--- src/rtl/lic_pkg.sv ---
// Shared constants, types and helper functions of the LRU id cache.
`timescale 1ns / 1ps

package lic_pkg;

	localparam int ENTRIES = 16;
	localparam int IDX_W   = $clog2(ENTRIES);
	localparam int RANK_W  = IDX_W;
	localparam int OCC_W   = $clog2(ENTRIES + 1);
	localparam int CAP_W   = 5;
	localparam int CMP_W   = (CAP_W > OCC_W) ? CAP_W : OCC_W;
	localparam int KEY_W   = 31;
	localparam int STAMP_W = 64;
	localparam int OP_W    = 3;
	localparam int CNT_W   = 5;

	localparam logic [CAP_W-1:0] CAP_RESET = CAP_W'(16);

	localparam logic [OP_W-1:0] OP_LOOKUP = 3'd0;
	localparam logic [OP_W-1:0] OP_INSERT = 3'd1;
	localparam logic [OP_W-1:0] OP_TOUCH  = 3'd2;
	localparam logic [OP_W-1:0] OP_PROBE  = 3'd3;
	localparam logic [OP_W-1:0] OP_SWEEP  = 3'd4;
	localparam logic [OP_W-1:0] OP_REMOVE = 3'd5;
	localparam logic [OP_W-1:0] OP_CLEAR  = 3'd6;

	localparam logic [2:0] RK_HOLD    = 3'd0;
	localparam logic [2:0] RK_PROMOTE = 3'd1;
	localparam logic [2:0] RK_DROP    = 3'd2;
	localparam logic [2:0] RK_INSERT  = 3'd3;
	localparam logic [2:0] RK_SWEEP   = 3'd4;
	localparam logic [2:0] RK_CLEAR   = 3'd5;

	typedef logic [ENTRIES-1:0][RANK_W-1:0] rank_arr_t;

	// Order update request from the cache control to the rank logic.
	typedef struct packed {
		logic [2:0]         mode;
		logic [IDX_W-1:0]   idx;
		logic [RANK_W-1:0]  ref_rank;
		logic [ENTRIES-1:0] mask;
	} rank_ctl_t;

	function automatic logic [ENTRIES-1:0] lowest_onehot(input logic [ENTRIES-1:0] v);
		return v & (~v + ENTRIES'(1));
	endfunction

	function automatic logic [IDX_W-1:0] onehot_to_idx(input logic [ENTRIES-1:0] v);
		logic [IDX_W-1:0] r;
		r = '0;
		for (int i = 0; i < ENTRIES; i++) begin
			if (v[i]) begin
				r = r | IDX_W'(i);
			end
		end
		return r;
	endfunction

endpackage

--- src/rtl/lic_rank_update.sv ---
// Next least-recently-used rank of every entry for one cache operation.
`timescale 1ns / 1ps

module lic_rank_update (
	input  lic_pkg::rank_arr_t             rank,
	input  logic [lic_pkg::ENTRIES-1:0]    valid,
	input  lic_pkg::rank_ctl_t             ctl,
	output lic_pkg::rank_arr_t             rank_next
);

	always_comb begin
		logic [lic_pkg::ENTRIES-1:0] below;
		logic                        is_sel;
		rank_next = rank;
		for (int i = 0; i < lic_pkg::ENTRIES; i++) begin
			is_sel = (ctl.idx == lic_pkg::IDX_W'(i));
			// Survivors of a sweep ranked ahead of this one give its new rank.
			below = '0;
			for (int j = 0; j < lic_pkg::ENTRIES; j++) begin
				below[j] = ctl.mask[j] && (rank[j] < rank[i]);
			end
			case (ctl.mode)
				lic_pkg::RK_PROMOTE: begin
					if (is_sel) begin
						rank_next[i] = '0;
					end else if (valid[i] && rank[i] < ctl.ref_rank) begin
						rank_next[i] = rank[i] + lic_pkg::RANK_W'(1);
					end
				end
				lic_pkg::RK_DROP: begin
					if (is_sel) begin
						rank_next[i] = '0;
					end else if (valid[i] && rank[i] > ctl.ref_rank) begin
						rank_next[i] = rank[i] - lic_pkg::RANK_W'(1);
					end
				end
				lic_pkg::RK_INSERT: begin
					if (is_sel) begin
						rank_next[i] = '0;
					end else if (ctl.mask[i]) begin
						rank_next[i] = rank[i] + lic_pkg::RANK_W'(1);
					end else begin
						rank_next[i] = '0;
					end
				end
				lic_pkg::RK_SWEEP: begin
					rank_next[i] = ctl.mask[i] ? lic_pkg::RANK_W'($countones(below)) : '0;
				end
				lic_pkg::RK_CLEAR: begin
					rank_next[i] = '0;
				end
				default: begin
					rank_next[i] = rank[i];
				end
			endcase
		end
	end

endmodule

--- config.mk ---
export PLATFORM = sky130hd
export DESIGN_NAME = lic_rank_update
export DESIGN_NICKNAME = d
export VERILOG_FILES = /design/src/rtl/lic_pkg.sv /design/src/rtl/lic_rank_update.sv
export SDC_FILE = /design/constraint.sdc
export NUM_CORES = 2
export LEC_CHECK = 0
export BUFFER_PORTS_ARGS = -buffer_cell sky130_fd_sc_hd__buf_2
export CAP_MARGIN = 0
export CORE_MARGIN = 8
export CORE_UTILIZATION = 35
export DETAILED_ROUTE_END_ITERATION = 10
export PLACE_DENSITY = 0.61
export SLEW_MARGIN = 15
export SYNTH_ARGS = -nofsm -noshare
export SYNTH_HDL_FRONTEND = slang
export SYNTH_SLANG_ARGS = --single-unit
--- constraint.sdc ---
create_clock -name vclk -period 10.33
set_input_delay 2.066 -clock vclk [all_inputs]
set_output_delay 2.066 -clock vclk [all_outputs]
set_load 0.02 [all_outputs]
# Word-level counts from Yosys, hierarchy flattened
# Cells that the tools add are included.
dict set report op_classes {
  n_reduce_logical 289
  n_eq_ne 20
  n_addsub 272
  n_lt_le_gt_ge 288
  mux 128
}
# operator n
set ops {}
lappend ops {{$lt 4x4->1} 272}
lappend ops {{$mux 4} 112}
lappend ops {{$pmux 4 s5} 16}
lappend ops {{$logic_and 1x1->1} 288}
lappend ops {{$add 1x1->2} 128}
lappend ops {{$add 2x2->3} 64}
lappend ops {{$add 3x3->4} 32}
lappend ops {{$add 4x1->4 const B} 16}
lappend ops {{$add 4x4->4} 16}
lappend ops {{$gt 4x4->1} 16}
lappend ops {{$sub 4x1->4 const B} 16}
lappend ops {{$eq 4x4->1 const B} 8}
lappend ops {{$eq 4x3->1 const B} 4}
lappend ops {{$eq 4x2->1 const B} 2}
lappend ops {{$eq 3x2->1 const B} 2}
lappend ops {{$eq 3x3->1 const B} 2}
lappend ops {{$eq 4x1->1 const B} 1}
lappend ops {{$logic_not 4->1} 1}
lappend ops {{$eq 3x1->1 const B} 1}
dict set report totals {
  in_bits 107
  register_bits 0
  wordCells 997
}

# Depth between registers and ports, before layout
dict set report logic_depth {
  word_depth 8
  ltp_mapped 22
  depth_no_buf 22
}

# Least setup slack after synthesis
# OpenSTA, ideal clock, no wires.
dict set report synth_timing {
  kind {input port to output port}
  from {input rank[45] (netlist name)}
  to {output rank_next[6] (netlist name)}
  setup_slack_ns 1.376
  cell_stages 20
  required_ns 8.264
  path_buffers 0
  arrival_time_ns 6.888
  cell_sequence {inv_1 > ha_1 > nor2b_1 > o21ai_0 > nand2b_1 > a21oi_1 > nor2_1 > fa_1 > fa_1 > fa_1 > inv_1 > fa_1 > inv_1 > ha_1 > fa_1 > xor2_1 > and3_1 > or3_1 > a2111oi_0 > a211oi_1}
}
# element line_no
set synth_lines {}
lappend synth_lines {{from (decl)} lic_rank_update.sv:5} ;# input lic_pkg::rank_arr_t rank,
lappend synth_lines {{to (decl)} lic_rank_update.sv:8} ;# output lic_pkg::rank_arr_t rank_next

==> metrics <==
status finished, final reports clean; WL/cell 25.40 um; final-stage net count 3,953; number of remaining DRC errors 0; post_cts resized 0; RSZ-0062 raised after global routing false; post-synth top area cell ha_1; actual slew at the worst max-slew pin 1.264 ns; FMAX 104.6 MHz; Startpoint Class primary input; commonest non-fill, non-tap cell in the layout ha_1; Syn Area/Cell 7.884 sq um; Seq/Total Area, Yosys 0; synthesized net count 3,780; Worst VDD drop 48.80 uV; die width 269.8 um; # port buffers 171; setup TNS 0 ns; gr usage total 0.2626; Req. time, crit path 8.26 ns; post-layout min period 9.564 ns; FFs & Latches 0; Ys Warns 0; Crit. Startpoint rank[6]; fin area 24,730 sq um; crit share post-route 0.9258; initial antenna violation count 9; Post-DP HPWL 76,150 um; Max-slew headroom 0.1545; largest net degree at the start of global routing 41; crit end category output pin; global-route wire length before repair 147,500 um; footprint of the multi-input gates 21,330 sq um; Post-Synthesis Cell Area 22,540 sq um; routed wire length 98,880 um; antenna violation net count after detailed routing 0; worst min path class primary input to output pin; final setup fails 0; vias in the first global route 22,604; Vias/cell 5.975; fill cell count 6,614; die height 269.8 um; max-cap viol count 0; layout cell share with drive strength beyond 1 0.09142; Layout clock buffers 0; Initial Util 0.3515; final hold viol count 0; post-CTS setup buffer count 0; Rows 93; Synth top area share 0.3714; Cells after Synth 2,859; Critical Path End rank_next[6]; count of different cell masters after synthesis 88; TritonRoute pass-1 iters 6; synth top area cells ha_1 (37%), fa_1 (13%), nand4_1 (4.6%); LEAKAGE 0.01246 uW; core area 64,120 sq um; Total Power 2259 uW; FF/Latch Area 0 sq um; CP Class primary input to output pin; max-slew violations 0; hold buffer count at CTS 0; Via Count 23,256; total grt overflow 0; Synth-to-Final Area Change 9.709%; most frequent cells in the layout ha_1 (669), inv_1 (244), nand2_1 (230); Core Util, Final 0.3857; Iter 0 DRT Violations 2,472; placed cell areas 24,710 sq um; # IOs 171; power density cells 91.38 nW/um^2; crit path DAT 7.50 ns; CP Max Fanout 19; Total Die Area 72,770 sq um; Placer Congestion 0.9642
==> worst min path at each step <==
stage | startpoint | to | cells after the start
3_5_place_dp | rank[0] | rank_next[0] | 3
2_1_floorplan | rank[0] | rank_next[0] | 1
6_report | rank[0] | rank_next[0] | 3
5_1_grt | rank[0] | rank_next[0] | 3
4_1_cts | rank[0] | rank_next[0] | 3
3_3_place_gp | rank[0] | rank_next[0] | 3
==> critical path, stage by stage <==
cell	delay [ns]
buf_2	0.54
ha_1	0.36
o21ai_0	0.08
nand2b_1	0.07
a21oi_1	0.18
nor2_1	0.09
fa_1	0.60
fa_1	0.49
fa_1	0.50
inv_1	0.05
fa_1	0.52
inv_1	0.04
ha_1	0.22
fa_1	0.39
xor2_1	0.15
and3_1	0.20
or3_1	0.30
a2111oi_0	0.30
a211oi_1	0.14
buf_2	0.19
==> through the flow <==
stage | setup WS [ns] | hold WS (ns) | std cells
after floorplan | 1.376 | 4.300 | 2859
after global placement | 0.7887 | 4.568 | 3885
after detailed placement | 0.7956 | 4.576 | 3885
after CTS | 0.7839 | 4.574 | 3885
after global routing | 0.5396 | 4.624 | 3887
final | 0.7664 | 4.571 | 3892
==> cell families (layout without fill, tap and decap cells) <==
logic type	Yosys count	in the layout	share of synthesized area
muxes	5	5	0.002332
and+or+nand+nor	1059	1059	0.2565
AOI/OAI and AO/OA	620	620	0.1687
adders and majority gates	814	814	0.5002
other	0	7	0
xor gates and xnor gates	44	44	0.01710
buffers and inverters	317	488	0.05518
==> layout make-up <==
| type | instances | share of cell area |
|---|---|---|
| timing repair buffer | 241 | 0.05586 |
| antenna | 7 | 0.0007084 |
| inverter | 247 | 0.03749 |
| multi-input combinational | 2542 | 0.8627 |
| tap | 855 | 0.04326 |
==> power breakdown <==
| part | leakage [uW] | total [uW] | switching [uW] | internal, uW |
|---|---|---|---|---|
| Sequential | 0 | 0 | 0 | 0 |
| Clock | 0.0000000474 | 0.00000158 | 0 | 0.00000154 |
| Combinational | 0.0125 | 2260 | 1360 | 901 |
| Total | 0.0125 | 2260 | 1360 | 901 |
==> per-layer routing <==
layer,routed length [um],vias up,global-route usage
li1,-,10782,-
met4,5625,4,0.1242
met2,43480,1151,0.4229
met5,25,-,0
met1,40730,11045,0.3445
met3,9015,274,0.03549
==> synth_stat cells, types with 9 or more instances <==
library cell	number
nand3b_1	55
nor3_1	30
xnor2_1	26
a211oi_1	9
ha_1	669
buf_2	28
o21a_1	20
a21o_1	33
nand3_1	84
o21ai_1	28
nand2b_1	129
nor2b_1	142
o2111ai_1	9
a21oi_1	202
o211ai_1	27
fa_1	145
nand2_1	230
nand4_1	167
inv_1	244
and2_1	50
clkbuf_1	30
a32oi_1	14
xor2_1	18
a31oi_1	15
and3_1	14
o21ai_0	170
nor2_1	116
Note: power is estimated with default switching activity, not from simulation.
